`src/design/utf8d_pkg.sv`:
```
// Shared types, widths and helpers for the UTF-8 decoder with source positions.
// No dependencies; used by utf8_decode_with_position_top.
package utf8d_pkg;

	localparam int unsigned POS_BITS  = 31;
	localparam int unsigned CP_BITS   = 21;
	localparam int unsigned BC_BITS   = 3;
	localparam int unsigned MAX_RES   = 4;
	localparam int unsigned CNT_BITS  = $clog2(MAX_RES + 1);
	localparam int unsigned OUT_BITS  = CP_BITS + BC_BITS + 3 * POS_BITS;
	localparam int unsigned TDATA_BITS = ((OUT_BITS + 7) / 8) * 8;

	localparam logic [POS_BITS-1:0] POS_MAX = {POS_BITS{1'b1}};
	localparam logic [CP_BITS-1:0]  CP_NEWLINE = CP_BITS'(8'h0A);

	// One pending result: code point, bytes consumed and fallback flag.
	typedef struct packed {
		logic [CP_BITS-1:0] cp;
		logic [BC_BITS-1:0] bc;
		logic               bad;
	} res_t;

	function automatic logic [POS_BITS-1:0] sat_inc(input logic [POS_BITS-1:0] v);
		return (v == POS_MAX) ? POS_MAX : v + POS_BITS'(1);
	endfunction

endpackage

```
`src/design/utf8_decode_with_position_top.sv`:
```
// Top level of the UTF-8 decoder with line, column and code-point positions.
// Depends on utf8d_pkg for result types, widths and the saturating increment.
//
// Usage: source bytes enter on the s_ channel, one byte per beat, with s_tlast
// marking the final byte of the source. Decoded code points leave on the m_
// channel, one per beat, each with its byte count, its zero-based line, column
// and code-point index, and a malformed flag on m_tuser. m_tlast marks the
// last result caused by one input byte; a byte that only extends a pending
// sequence causes no result at all.
// A byte's results are registered in the buffer, then in the output register.
// A byte yields zero to four results (a rejected sequence flushes its lead
// and held bytes one by one), and the output side drains one result per cycle
// from a four-entry result buffer while the receiver is ready. Valid text
// therefore runs at one byte per cycle when the receiver keeps up; s_tready
// drops while more than one result waits, or while one waits and cannot move.
// When the receiver stalls, the output register holds its beat and the buffer
// keeps the remaining results; decoding state is untouched until a new byte
// is accepted. Reset clears the decoder state, all three position counters,
// the buffer and the output valid flag; no clearing pass is needed.
module utf8_decode_with_position_top (
	input  logic                            clk,
	input  logic                            arst_n,
	input  logic                            s_tvalid,
	output logic                            s_tready,
	input  logic [7:0]                      s_tdata,  // [7:0] source_byte
	input  logic                            s_tlast,  // end_of_source
	output logic                            m_tvalid,
	input  logic                            m_tready,
	// char_code [20:0], byte_count [23:21], line_number [54:24],
	// column_number [85:55], char_index [116:86], zero fill above
	output logic [utf8d_pkg::TDATA_BITS-1:0] m_tdata,
	output logic                            m_tuser,  // malformed
	output logic                            m_tlast   // last_of_run
);

	// Decoder state: pending lead byte, needed and held continuation counts.
	logic [7:0] lead_q;
	logic [1:0] exp_q;
	logic [1:0] held_q;
	// Only the first two continuation bytes of a four-byte sequence are ever
	// held; the last one completes the sequence directly from the input.
	logic [5:0] store_q [2];

	// Result buffer between decode and output register.
	utf8d_pkg::res_t                   slots_s1 [utf8d_pkg::MAX_RES];
	logic [utf8d_pkg::CNT_BITS-1:0]    pend_s1;

	// Position counters.
	logic [utf8d_pkg::POS_BITS-1:0] line_q, col_q, idx_q;

	// Output register.
	logic                            out_valid_q;
	utf8d_pkg::res_t                 out_res_s2;
	logic                            out_last_s2;
	logic [utf8d_pkg::POS_BITS-1:0]  out_line_s2, out_col_s2, out_idx_s2;

	logic accept, pop;

	assign pop      = (pend_s1 != '0) && (!out_valid_q || m_tready);
	assign s_tready = (pend_s1 == '0) ||
		((pend_s1 == utf8d_pkg::CNT_BITS'(1)) && pop);
	assign accept   = s_tvalid && s_tready;

	// ---------------------------------------------------------------
	// Decode of the incoming byte against the pending sequence.
	// ---------------------------------------------------------------
	logic [7:0]                      b;
	logic                            eos;
	logic                            is_cont;
	logic                            do_flush, do_fresh;
	logic [7:0]                      nxt_lead;
	logic [1:0]                      nxt_exp, nxt_held;
	logic                            st_we;
	utf8d_pkg::res_t                 slots_d [utf8d_pkg::MAX_RES];
	logic [utf8d_pkg::CNT_BITS-1:0]  cnt_d;
	logic [utf8d_pkg::CP_BITS-1:0]   seq_cp;
	logic                            seq_ok;
	logic [1:0]                      need;

	assign b       = s_tdata;
	assign eos     = s_tlast;
	assign is_cont = (b[7:6] == 2'b10);

	// Code point and validity of a sequence completed by this byte.
	always_comb begin
		seq_cp = '0;
		seq_ok = 1'b0;
		unique case (exp_q)
			2'd1: begin
				seq_cp = utf8d_pkg::CP_BITS'({lead_q[4:0], b[5:0]});
				seq_ok = (seq_cp >= utf8d_pkg::CP_BITS'(12'h080));
			end
			2'd2: begin
				seq_cp = utf8d_pkg::CP_BITS'({lead_q[3:0], store_q[0], b[5:0]});
				seq_ok = (seq_cp >= utf8d_pkg::CP_BITS'(16'h0800)) &&
					((seq_cp < utf8d_pkg::CP_BITS'(16'hD800)) ||
					 (seq_cp > utf8d_pkg::CP_BITS'(16'hDFFF)));
			end
			2'd3: begin
				seq_cp = {lead_q[2:0], store_q[0], store_q[1], b[5:0]};
				seq_ok = (seq_cp >= utf8d_pkg::CP_BITS'(20'h10000)) &&
					(seq_cp <= utf8d_pkg::CP_BITS'(21'h10FFFF));
			end
			default: begin
				seq_cp = '0;
				seq_ok = 1'b0;
			end
		endcase
	end

	// Continuations a lead byte asks for; zero means not a lead.
	always_comb begin
		priority if (b[7:5] == 3'b110) need = 2'd1;
		else if (b[7:4] == 4'b1110)    need = 2'd2;
		else if (b[7:3] == 5'b11110)   need = 2'd3;
		else                           need = 2'd0;
	end

	always_comb begin
		nxt_lead = lead_q;
		nxt_exp  = exp_q;
		nxt_held = held_q;
		st_we    = 1'b0;
		do_flush = 1'b0;
		do_fresh = 1'b0;
		cnt_d    = '0;
		for (int i = 0; i < utf8d_pkg::MAX_RES; i++) begin
			slots_d[i] = '0;
		end

		if (exp_q == 2'd0) begin
			do_fresh = 1'b1;
		end else if (is_cont) begin
			if ((3'(held_q) + 3'd1) >= 3'(exp_q)) begin
				if (seq_ok) begin
					slots_d[0] = '{cp: seq_cp, bc: 3'(exp_q) + 3'd1, bad: 1'b0};
					cnt_d      = utf8d_pkg::CNT_BITS'(1);
					nxt_exp    = 2'd0;
					nxt_held   = 2'd0;
				end else begin
					do_flush = 1'b1;
					do_fresh = 1'b1;
				end
			end else if (eos) begin
				do_flush = 1'b1;
				do_fresh = 1'b1;
			end else begin
				st_we    = 1'b1;
				nxt_held = held_q + 2'd1;
			end
		end else begin
			do_flush = 1'b1;
			do_fresh = 1'b1;
		end

		// A rejected sequence gives back its lead and held bytes as they came.
		if (do_flush) begin
			slots_d[0] = '{cp: utf8d_pkg::CP_BITS'(lead_q), bc: 3'd1, bad: 1'b1};
			slots_d[1] = '{cp: utf8d_pkg::CP_BITS'({2'b10, store_q[0]}),
				bc: 3'd1, bad: 1'b1};
			slots_d[2] = '{cp: utf8d_pkg::CP_BITS'({2'b10, store_q[1]}),
				bc: 3'd1, bad: 1'b1};
			cnt_d    = utf8d_pkg::CNT_BITS'(held_q) + utf8d_pkg::CNT_BITS'(1);
			nxt_exp  = 2'd0;
			nxt_held = 2'd0;
		end

		// Start afresh at the current byte.
		if (do_fresh) begin
			if (!b[7]) begin
				slots_d[cnt_d[1:0]] = '{cp: utf8d_pkg::CP_BITS'(b), bc: 3'd1, bad: 1'b0};
				cnt_d = cnt_d + utf8d_pkg::CNT_BITS'(1);
			end else if ((need == 2'd0) || eos) begin
				slots_d[cnt_d[1:0]] = '{cp: utf8d_pkg::CP_BITS'(b), bc: 3'd1, bad: 1'b1};
				cnt_d = cnt_d + utf8d_pkg::CNT_BITS'(1);
			end else begin
				nxt_lead = b;
				nxt_exp  = need;
				nxt_held = 2'd0;
			end
		end
	end

	always_ff @(posedge clk or negedge arst_n) begin
		if (!arst_n) begin
			lead_q <= '0;
			exp_q  <= '0;
			held_q <= '0;
		end else if (accept) begin
			lead_q <= nxt_lead;
			exp_q  <= nxt_exp;
			held_q <= nxt_held;
		end
	end

	always_ff @(posedge clk) begin
		if (accept && st_we) begin
			store_q[held_q[0]] <= b[5:0];
		end
	end

	// ---------------------------------------------------------------
	// Result buffer: loaded by an accepted byte, shifted by each pop.
	// ---------------------------------------------------------------
	always_ff @(posedge clk or negedge arst_n) begin
		if (!arst_n) begin
			pend_s1 <= '0;
		end else if (accept) begin
			pend_s1 <= cnt_d;
		end else if (pop) begin
			pend_s1 <= pend_s1 - utf8d_pkg::CNT_BITS'(1);
		end
	end

	always_ff @(posedge clk) begin
		if (accept) begin
			for (int i = 0; i < utf8d_pkg::MAX_RES; i++) begin
				slots_s1[i] <= slots_d[i];
			end
		end else if (pop) begin
			for (int i = 0; i < utf8d_pkg::MAX_RES - 1; i++) begin
				slots_s1[i] <= slots_s1[i+1];
			end
		end
	end

	// ---------------------------------------------------------------
	// Position counters and output register.
	// ---------------------------------------------------------------
	logic is_nl;
	assign is_nl = (slots_s1[0].cp == utf8d_pkg::CP_NEWLINE);

	always_ff @(posedge clk or negedge arst_n) begin
		if (!arst_n) begin
			line_q      <= '0;
			col_q       <= '0;
			idx_q       <= '0;
			out_valid_q <= 1'b0;
		end else begin
			if (pop) begin
				out_valid_q <= 1'b1;
				idx_q       <= utf8d_pkg::sat_inc(idx_q);
				if (is_nl) begin
					line_q <= utf8d_pkg::sat_inc(line_q);
					col_q  <= '0;
				end else begin
					col_q  <= utf8d_pkg::sat_inc(col_q);
				end
			end else if (m_tready) begin
				out_valid_q <= 1'b0;
			end
		end
	end

	always_ff @(posedge clk) begin
		if (pop) begin
			out_res_s2  <= slots_s1[0];
			out_last_s2 <= (pend_s1 == utf8d_pkg::CNT_BITS'(1));
			out_line_s2 <= line_q;
			out_col_s2  <= col_q;
			out_idx_s2  <= idx_q;
		end
	end

	assign m_tvalid = out_valid_q;
	assign m_tdata  = utf8d_pkg::TDATA_BITS'({out_idx_s2, out_col_s2, out_line_s2,
		out_res_s2.bc, out_res_s2.cp});
	assign m_tuser  = out_res_s2.bad;
	assign m_tlast  = out_last_s2;

	// ---------------------------------------------------------------
	// Assertions
	// ---------------------------------------------------------------
	a_ready_blocked: assert property (@(posedge clk) disable iff (!arst_n)
		(pend_s1 > utf8d_pkg::CNT_BITS'(1)) |-> !s_tready)
		else $error("input accepted while several results still wait");

	a_pend_bound: assert property (@(posedge clk) disable iff (!arst_n)
		pend_s1 <= utf8d_pkg::CNT_BITS'(utf8d_pkg::MAX_RES))
		else $error("result buffer count beyond its depth");

	a_held_bound: assert property (@(posedge clk) disable iff (!arst_n)
		(exp_q != 2'd0) |-> (held_q < exp_q))
		else $error("held continuation count reached the needed count");

	a_bad_single: assert property (@(posedge clk) disable iff (!arst_n)
		(m_tvalid && m_tuser) |-> (m_tdata[23:21] == 3'd1))
		else $error("malformed result with a byte count other than one");

	a_index_step: assert property (@(posedge clk) disable iff (!arst_n)
		pop |=> (idx_q == utf8d_pkg::sat_inc($past(idx_q))))
		else $error("code-point index did not advance with a result");

endmodule

```
`config.mk`:
```
export PLATFORM = sky130hd
export DESIGN_NAME = utf8_decode_with_position_top
export DESIGN_NICKNAME = d
export VERILOG_FILES = /design/src/design/utf8d_pkg.sv /design/src/design/utf8_decode_with_position_top.sv
export SDC_FILE = /design/constraint.sdc
export NUM_CORES = 1
export LEC_CHECK = 0
export BUFFER_PORTS_ARGS = -buffer_cell sky130_fd_sc_hd__buf_2
export CORE_MARGIN = 2
export CORE_UTILIZATION = 55
export CTS_BUF_LIST = sky130_fd_sc_hd__clkbuf_2 sky130_fd_sc_hd__clkbuf_4 sky130_fd_sc_hd__clkbuf_8
export CTS_CLUSTER_DIAMETER = 30
export DETAILED_ROUTE_END_ITERATION = 16
export GPL_TIMING_DRIVEN = 0
export PLACE_DENSITY = 0.81
export SETUP_SLACK_MARGIN = 0.5
export SYNTH_ARGS = -nofsm -noshare
export SYNTH_HDL_FRONTEND = slang
export SYNTH_SLANG_ARGS = --single-unit
```
`constraint.sdc`:
```
create_clock -name clk -period 14.49 [get_ports clk]
set_input_delay 2.898 -clock clk [delete_from_list [all_inputs] [get_ports clk]]
set_output_delay 2.898 -clock clk [all_outputs]
set_load 0.02 [all_outputs]
```
==> results of run 1 <==
==> cell usage in the layout (no fill, tap or decap), types with 7 or more instances in the layout <==
| cell | Yosys | final |
|---|---|---|
| nand3_1 | 37 | 37 |
| clkinv_1 | 1 | 7 |
| nor3_1 | 20 | 20 |
| and4_1 | 8 | 8 |
| and3_1 | 39 | 39 |
| clkbuf_1 | 30 | 29 |
| nand4_1 | 28 | 28 |
| inv_1 | 28 | 28 |
| or3_1 | 7 | 7 |
| xnor2_1 | 10 | 10 |
| a21oi_1 | 41 | 41 |
| nand2_1 | 107 | 106 |
| o21ai_0 | 41 | 41 |
| nor4_1 | 7 | 7 |
| a221o_1 | 12 | 12 |
| edfxtp_1 | 186 | 186 |
| buf_2 | 14 | 146 |
| bufinv_16 | 0 | 8 |
| clkbuf_4 | 0 | 12 |
| ha_1 | 16 | 16 |
| and2_1 | 13 | 13 |
| a31oi_1 | 25 | 25 |
| a22o_1 | 8 | 8 |
| mux2_2 | 8 | 8 |
| mux2i_1 | 7 | 7 |
| o21a_1 | 7 | 7 |
| o21ai_1 | 19 | 19 |
| nor2_1 | 64 | 64 |
| dfrtp_1 | 109 | 109 |
| nand2b_1 | 9 | 9 |
| xor2_1 | 33 | 33 |
| clkinv_2 | 0 | 12 |
| clkbuf_8 | 0 | 54 |
| a21o_1 | 7 | 7 |
==> state kept, by name (all words and copies together) (netlist names) <==
register	count
slots_s1	55
col_q	31
idx_q	31
line_q	31
out_col_s2	31
out_idx_s2	31
out_line_s2	31
m_tdata	24
store_q	12
lead_q	8
pend_s1	3
exp_q	2
held_q	2
m_tlast	1
m_tuser	1
m_tvalid	1
==> critical path: cells and delay by family <==
kind            cells  cell delay [ps]
buf+inv             3              580
compound gates      1              120
simple gates        2              200
==> Yosys cell counts, types with 20 or more instances <==
| cell type | n | area (sq um) |
|---|---|---|
| clkbuf_1 | 30 | 113 |
| xor2_1 | 33 | 289 |
| nor2_1 | 64 | 240 |
| a21oi_1 | 41 | 205 |
| edfxtp_1 | 186 | 5590 |
| nand4_1 | 28 | 175 |
| nand2_1 | 107 | 402 |
| o21ai_0 | 41 | 205 |
| nor3_1 | 20 | 100 |
| nand3_1 | 37 | 185 |
| inv_1 | 28 | 105 |
| a31oi_1 | 25 | 156 |
| and3_1 | 39 | 244 |
| dfrtp_1 | 109 | 2730 |
==> final cells by class <==
type	instances	area (sq um)
flip-flops and latches	295	8310
fillers	1607	7630
multi-input cells	639	3910
clock buffers	65	826
repair buffers	137	767
clock inverters	33	377
well taps	285	357
plain buffers	47	209
inverters	30	113
diodes	1	2.50
==> power by group through the flow <==
| stage | logic [mW] | registers (mW) | clock network [mW] |
|---|---|---|---|
| 2_1_floorplan | 0.331 | 1.37 | 0 |
| 3_3_place_gp | 0.634 | 1.28 | 0 |
| 3_5_place_dp | 0.671 | 1.26 | 0 |
| 4_1_cts | 0.674 | 1.25 | 0.875 |
| 5_1_grt | 0.734 | 1.27 | 0.912 |
| 6_report | 0.675 | 1.25 | 0.860 |
==> worst min-delay path by stage <==
stage	to	slack, ps	depth (start not counted)
6_report	m_tdata[21]$_DFFE_PP_	420	0
3_3_place_gp	m_tdata[21]$_DFFE_PP_	400	0
2_1_floorplan	m_tdata[21]$_DFFE_PP_	400	0
3_5_place_dp	m_tdata[22]$_DFFE_PP_	410	0
4_1_cts	m_tdata[21]$_DFFE_PP_	420	0
5_1_grt	m_tdata[21]$_DFFE_PP_	420	0
==> through the flow <==
| stage | instances | instance area, sq um | hold slack [ps] |
|---|---|---|---|
| after global routing | 1532 | 14900 | 423 |
| after CTS | 1531 | 14900 | 419 |
| final | 1532 | 14900 | 421 |
| after detailed placement | 1433 | 13700 | 412 |
| after floorplan | 1011 | 12500 | 400 |
| after global placement | 1429 | 13600 | 401 |
==> per-layer routing <==
layer	up-vias	part of all wire, %	GRT usage [%]
met5	-	0	0
met4	0	3.6	11.4
met3	88	8.0	4.87
met2	455	48	34.9
met1	4288	41	29.4
li1	4161	-	-
==> kinds of logic after synthesis <==
family | share of synthesized area (%)
flops | 66.4
mux | 1.37
other cells | 0.0299
buf+inv | 2.54
compound gates | 10.4
simple gates | 14.6
fa+ha+maj | 1.76
xor+xnor | 3.01
==> flow_metrics.tcl, run 1 <==
set metrics [dict create \
    hold_violations 0 \
    clkTransAtPathRegs_ps 60 \
    async_reset_ff_share_pct 36.9 \
    p_per_area_nw_per_um2 187 \
    nets 1232 \
    areaGrowthSynthToFinish_pct 18.7 \
    hold_path_class "reg -> reg" \
    syn-cell-area_sq_um 12500 \
    crit_top_cell "buf_2" \
    irDropWorstVdd_uv 99.1 \
    tns_ps 0 \
    viasPerCell 5.87 \
    seq_power_share_pct 44.9 \
    clk_latency_ps 570 \
    fin_ws_ps 7790 \
    crit_chain "buf_2, nand2b_1, clkbuf_1, a21oi_1, nor2_1, buf_2" \
    core-area_sq_um 22500 \
    r2r_slack_ps 10770 \
    die_w_um 155 \
    critical_path.endpoint "s_tready" \
    synth_seq_area_share_pct 66.4 \
    start_util_pct 55.7 \
    finalSetupViolCount 0 \
    finalPower_mw 2.79 \
    ys_seq_elements 295 \
    skew_ps 17.8 \
    max_freq_mhz 149 \
    crit_fanout 8 \
    crit_type "in -> out" \
    ant_nets 0 \
    drive_gt1_share_pct 21.4 \
    routedWlPerCell_um 17.4 \
    root_buffer "clkbuf_8" \
    htree_levels 2 \
    hold_start "slots_s1[0][1]$_DFFE_PP_" \
    startpoint_type "input pin" \
    postCtsSetupBuffers 0 \
    worst_pin_slew_ps 1390 \
    totalWireLength_um 26700 \
    crit_slowest_cell "clkbuf_1" \
    dieArea_sq_um 24000 \
    p_leak_nw 6.37 \
    cts_buffers 52 \
    io_buffers 133 \
    fin_crit_ps 6700 \
    dp_slack_ps 7790 \
    intPower_mw 1.90 \
    grt_pass1_wl_um 42900 \
    route.detailed.drc 0 \
    ys_warn_count 0 \
    dp_hpwl_um 18000 \
    yosysUniqueCellTypes 64 \
    synth-edff-count 186 \
    overflow 0 \
    drt_first_iter_violations 865 \
    ios 137 \
    p_comb_share_pct 24.2 \
    max_slew_margin_pct 6.16 \
    place_congestion 0.908 \
    grt_util_all_layers_pct 22.2 \
    regToRegEndpoint "slots_s1[0][59]$_DFFE_PP_" \
    die_y_um 155 \
    vias 8992 \
    rsz0062_at_grt "no" \
    grt_max_degree 61 \
    cts-resized-gates 0 \
    cts_sinks 295 \
    rr_startpoint "held_q[0]$_DFFE_PN0P_" \
    period_share_pct 46.3 \
    worstSetupStartpoint "m_tready" \
    antenna_found_initial 1 \
    cts_tree "built" \
    synth_top_flop_cell "edfxtp_1" \
    cap_violations 0 \
    ctsHoldBuffers 0 \
    cp-end-kind "primary output" \
    syn_inst 1009 \
    p_clk_share_pct 30.9 \
    rows 55 \
    final_core_util_pct 66.1 \
    grt_pass1_vias 8678 \
    p_switching_mw 0.887 \
    arrival_ps 3810 \
    outcome "finished clean" \
    slew_violations 0 \
    swShare_pct 31.8 \
    avgSynthCellArea_sq_um 12.4 \
    max_stage_delay_ps 300 \
    clockBufferDepth 3 \
    drtPass1Iterations 7 \
    rr_worst_depth 12 \
    crit_required_ps 11590 \
]
No activity file was read; power rests on OpenSTA's default activity.
==> run 2, diff against run 1 <==
Clock period 14.49 ns to 6.9 ns, I/O delays scaled along.
==> flow_metrics.tcl, run 2 (synthesis results as in run 1) <==
set metrics [dict create \
    crit_fanout 7 \
    rows 55 \
    ctsHoldBuffers 0 \
    fin_crit_ps 3720 \
    hold_ws_ps 420 \
    skew_ps 18.9 \
    postCtsSetupBuffers 0 \
    start_util_pct 55.7 \
    io_buffers 133 \
    vias 8991 \
    largest_reg_flops 55 \
    core-area_sq_um 22500 \
    place_congestion 0.908 \
    cts_tree "built" \
    cts_sinks 295 \
    hold_violations 0 \
    irDropWorstVdd_uv 208 \
    arrival_ps 4030 \
    totalWireLength_um 26700 \
    htree_levels 2 \
    die_w_um 155 \
    cap_violations 0 \
    period_share_pct 53.9 \
    rsz0062_at_grt "no" \
    grt_pass1_wl_um 42900 \
    ios 137 \
    ant_nets 0 \
    drtPass1Iterations 8 \
    outcome "finished clean" \
    p_per_area_nw_per_um2 394 \
    n_fill_cell 1607 \
    cts-resized-gates 0 \
    route.detailed.drc 0 \
    max_slew_margin_pct 6.27 \
    overflow 0 \
    cts_buffers 52 \
    worst_pin_slew_ps 1390 \
    crit_required_ps 7210 \
    nets 1232 \
    dp_slack_ps 2850 \
    max_freq_mhz 269 \
    worstSetupStartpoint "held_q[0]$_DFFE_PN0P_" \
    regMostFlops "slots_s1" \
    dp_hpwl_um 18000 \
    drive_gt1_share_pct 21.4 \
    grt_pass1_vias 8672 \
    cp-end-kind "register" \
    clkTransAtPathRegs_ps 60 \
    viasPerCell 5.87 \
    grt_max_degree 61 \
    startpoint_type "register" \
    finalSetupViolCount 0 \
    hold_start "slots_s1[0][3]$_SDFFCE_PP0P_" \
    clockBufferDepth 3 \
    routedWlPerCell_um 17.4 \
    die_y_um 155 \
    mostFrequentLayoutCell "edfxtp_1" \
    root_buffer "clkbuf_8" \
    drt_first_iter_violations 831 \
    grt_util_all_layers_pct 22.2 \
    areaGrowthSynthToFinish_pct 18.7 \
    final_cell_mix "edfxtp_1, buf_2, dfrtp_1, nand2_1, nor2_1" \
    p_leak_nw 6.37 \
    slew_violations 0 \
    hold_path_class "reg -> reg" \
    crit_type "reg -> reg" \
    fin_ws_ps 3180 \
    clk_latency_ps 580 \
    antenna_found_initial 1 \
    dieArea_sq_um 24000 \
    rr_startpoint "held_q[0]$_DFFE_PN0P_" \
]
## run 2: final timing paths
| check | to | slack, ps | depth (start not counted) |
|---|---|---|---|
| worst max-delay path | slots_s1[0][59]$_DFFE_PP_ | 3180 | 12 |
| worst min-delay path | m_tdata[23]$_DFFE_PP_ | 420 | 0 |
| worst max register to register | slots_s1[0][59]$_DFFE_PP_ | 3180 | 12 |
| worst min register to register | m_tdata[23]$_DFFE_PP_ | 420 | 0 |
| max in group asynchronous | held_q[1]$_DFFE_PN0P_ | 5440 | 2 |
| min in group asynchronous | col_q[14]$_DFFE_PN0P_ | 760 | 1 |
## run 2: routing by layer
layer | up-vias | wire, um | track usage, %
met5 | - | 0 | 0
met4 | 0 | 999 | 11.4
met3 | 96 | 2120 | 4.87
met2 | 438 | 12700 | 34.8
met1 | 4294 | 10900 | 29.4
li1 | 4163 | - | -
## run 2: cell type report
cell class / count / area, sq um / area share [%]
diodes: 1 / 2.50 / 0.0168
plain buffers: 47 / 209 / 1.41
clock buffers: 65 / 826 / 5.55
clock inverters: 33 / 377 / 2.53
inverters: 30 / 113 / 0.757
multi-input cells: 639 / 3910 / 26.3
flip-flops and latches: 295 / 8310 / 55.9
well taps: 285 / 357 / 2.40
repair buffers: 137 / 767 / 5.16
## run 2: stage by stage
| step | cell area (sq um) | instances | utilization, % | TNS (ps) | power [mW] |
|---|---|---|---|---|---|
| global placement | 13600 | 1429 | 60.3 | -94450 | 4.02 |
| CTS | 14900 | 1531 | 66.1 | 0 | 5.88 |
| finish | 14900 | 1532 | 66.1 | 0 | 5.85 |
| floorplan | 12500 | 1011 | - | 0 | 3.58 |
| global route | 14900 | 1532 | 66.1 | 0 | 6.12 |
| detailed placement | 13700 | 1433 | 60.7 | 0 | 4.06 |
## run 2: worst max-delay path: stages (launching register included)
cell	delay [ps]
dfrtp_1	480
inv_1	120
fa_1	500
o31ai_1	390
nand4_1	220
a31oi_1	510
nand2_1	200
inv_1	130
ha_1	190
nand2_1	80
and3_1	200
buf_2	160
a221o_1	290
## run 2: power breakdown
part,internal (mW),switching [mW]
sequential,2.42,0.204
clock,1.10,0.713
combinational,0.469,0.948
total,3.99,1.86
==> run 3, diff against run 2 <==
Settings changed: ABC_AREA set to 1.
Clock period 6.9 ns to 3.6 ns, I/O delays scaled along.
==> flow_metrics.tcl, run 3 <==
set metrics [dict create \
    irDropWorstVdd_uv 448 \
    cts_buffers 58 \
    fin_crit_ps 2930 \
    ant_nets 0 \
    finalSetupViolCount 0 \
    io_buffers 133 \
    grt_pass1_wl_um 50600 \
    grt_max_degree 129 \
    cp-end-kind "register" \
    ys_seq_elements 295 \
    hold_violations 0 \
    crit_fanout 10 \
    root_buffer "clkbuf_8" \
    viasPerCell 5.40 \
    period_share_pct 81.5 \
    syn_inst 1370 \
    syn-cell-area_sq_um 13600 \
    max_slew_margin_pct 36.4 \
    rows 57 \
    htree_levels 2 \
    skew_ps 32.8 \
    p_clk_share_pct 27.3 \
    seq_power_share_pct 41.2 \
    arrival_ps 3260 \
    async_reset_ff_share_pct 36.9 \
    p_leak_nw 7.17 \
    p_per_area_nw_per_um2 855 \
    die_y_um 161 \
    diodes 0 \
    avgSynthCellArea_sq_um 9.94 \
    intPower_mw 8.64 \
    nets 1600 \
    yosysMostFrequentCell "nand2_1" \
    hold_ws_ps 421 \
    mostFrequentLayoutCell "nand2_1" \
    clockBufferDepth 3 \
    antenna_found_initial 0 \
    dp_hpwl_um 22300 \
    ios 137 \
    crit_required_ps 3920 \
    dp.cells 1830 \
    max_freq_mhz 341 \
    grt_pass1_vias 9963 \
    tns_ps 0 \
    max_stage_delay_ps 490 \
    vias 10472 \
    yosysUniqueCellTypes 56 \
    routedWlPerCell_um 16.4 \
    p_switching_mw 5.20 \
    route.detailed.drc 0 \
    grt_util_all_layers_pct 24.4 \
    drtPass1Iterations 6 \
    largest_reg_flops 55 \
    synth_top_area_share_pct 41.0 \
    rsz0062_at_grt "no" \
    clkTransAtPathRegs_ps 60 \
    worst_pin_slew_ps 954 \
    synth_area_leaders "edfxtp_1, dfrtp_1, nand2_1" \
    regMostFlops "slots_s1" \
    synth-edff-count 186 \
    areaGrowthSynthToFinish_pct 18.8 \
    crit_slowest_cell "fa_1" \
    synth_top_flop_cell "edfxtp_1" \
    drive_gt1_share_pct 20.8 \
    ys_warn_count 0 \
    p_comb_share_pct 31.5 \
    slew_violations 0 \
    crit_type "reg -> reg" \
    start_util_pct 56.0 \
    dieArea_sq_um 26000 \
    synth.top_cells.by_count "nand2_1, edfxtp_1, inv_1" \
    cts_tree "built" \
    outcome "finished clean" \
    die_w_um 161 \
    finalPower_mw 13.8 \
    clk_latency_ps 590 \
    drt_first_iter_violations 912 \
    stdcell_count 1941 \
    crit_chain "inv_2, fa_1, nor2_2, a21oi_2, nor2_2, nand2_1, nand2_4, nand2_2, nand3_2, nand2_2, inv_1, ha_2, nand3_4, inv_2, buf_6, nand2_1, nand3_1, nand2_1" \
    synth_seq_area_share_pct 61.0 \
    crit_top_cell "nand2_1" \
    startpoint_type "register" \
    cts_sinks 295 \
    core-area_sq_um 24300 \
    critPathTopFamily "simple AND/OR/NAND/NOR gates" \
    cap_violations 0 \
    final_cell_mix "nand2_1, edfxtp_1, buf_2, inv_1, dfrtp_1" \
    totalWireLength_um 31800 \
    place_congestion 0.926 \
    hold_path_class "reg -> reg" \
    swShare_pct 37.6 \
    cp_num_buf_inv 4 \
    synth_largest_area_cell "edfxtp_1" \
    overflow 0 \
]
[run 3: changes by cell type after synthesis, moves of 27 or more]
cell     delta
inv_1     +111
nand3_1    +39
and3_1     -38
nor3_1     +27
o21ai_0    +40
o21ai_1    +36
nand2_1   +230
[run 3: timing repair]
item                                   4_1_cts  5_1_grt
setup endpoints to repair                   21       72
hold buffers                                 1        0
pin swaps                                    1        1
endpoints found under the hold margin       12        0
buffers inserted                             2        1
gates resized for setup                      6       19
cloned                                       0        0
[run 3: metal layers]
layer	up-vias	global-route usage, %	wire [um]
met4	0	7.31	570
met1	4931	33.9	13600
li1	5048	-	-
met2	437	39.9	15300
met3	56	4.24	2330
met5	-	0	0
[run 3: stage by stage]
step / setup slack [ps] / instance area [sq um] / util (%)
2_1_floorplan: 544 / 13600 / -
3_3_place_gp: -174 / 14700 / 60.5
3_5_place_dp: 208 / 14700 / 60.6
4_1_cts: 514 / 16100 / 66.3
5_1_grt: 468 / 16200 / 66.6
6_report: 666 / 16200 / 66.6
[run 3: worst reg2reg max path, stage by stage, from the launching register on]
cell and delay (ps):
dfrtp_1 350, inv_2 80, fa_1 490, nor2_2 140
a21oi_2 80, nor2_2 130, nand2_1 110, nand2_4 110
nand2_2 90, nand3_2 110, nand2_2 80, inv_1 100
ha_2 210, nand3_4 130, inv_2 100, buf_6 150
nand2_1 70, nand3_1 110, nand2_1 60
[run 3: final timing paths]
| path | startpoint | end | slack (ps) | cells after the start |
|---|---|---|---|---|
| worst max-delay path | held_q[0]$_DFFE_PN0P_ | slots_s1[0][6]$_DFFE_PP_ | 670 | 18 |
| worst min-delay path | slots_s1[0][0]$_DFFE_PP_ | m_tuser$_DFFE_PP_ | 420 | 0 |
| worst max register to register | held_q[0]$_DFFE_PN0P_ | slots_s1[0][6]$_DFFE_PP_ | 670 | 18 |
| worst min register to register | slots_s1[0][0]$_DFFE_PP_ | m_tuser$_DFFE_PP_ | 420 | 0 |
| max in group asynchronous | arst_n | idx_q[7]$_DFFE_PN0P_ | 2330 | 3 |
| min in group asynchronous | arst_n | exp_q[0]$_DFFE_PN0P_ | 530 | 2 |
[run 3: cell families (layout without fill, tap and decap cells)]
logic type | after synthesis | in the layout | synth area share [%]
buffers and inverters | 185 | 430 | 5.43
and+or+nand+nor | 639 | 639 | 21.4
AOI/OAI and AO/OA | 179 | 179 | 7.04
adders and majority gates | 17 | 17 | 1.62
xor gates and xnor gates | 53 | 53 | 3.41
DFF | 295 | 295 | 61.0
muxes | 1 | 1 | 0.0735
other | 1 | 3 | 0.0275
[run 3: area by class of cell]
type                            instances  area, sq um
Tap cell                              324          405
Multi-Input combinational cell        892         4630
Clock inverter                         33          418
Sequential cell                       295         8320
Timing Repair Buffer                  138          732
Clock buffer                           74          918
Buffer                                 28          165
Fill cell                            1819         8130
Inverter                              157          597
[run 3: power groups by stage]
| stage | combinational, mW | sequential (mW) | clock [mW] |
|---|---|---|---|
| floorplan | 2.22 | 6.26 | 0 |
| global placement | 4.05 | 5.73 | 0 |
| detailed placement | 4.16 | 5.75 | 0 |
| CTS | 4.24 | 5.69 | 3.83 |
| global route | 4.79 | 5.80 | 4.00 |
| finish | 4.36 | 5.70 | 3.78 |
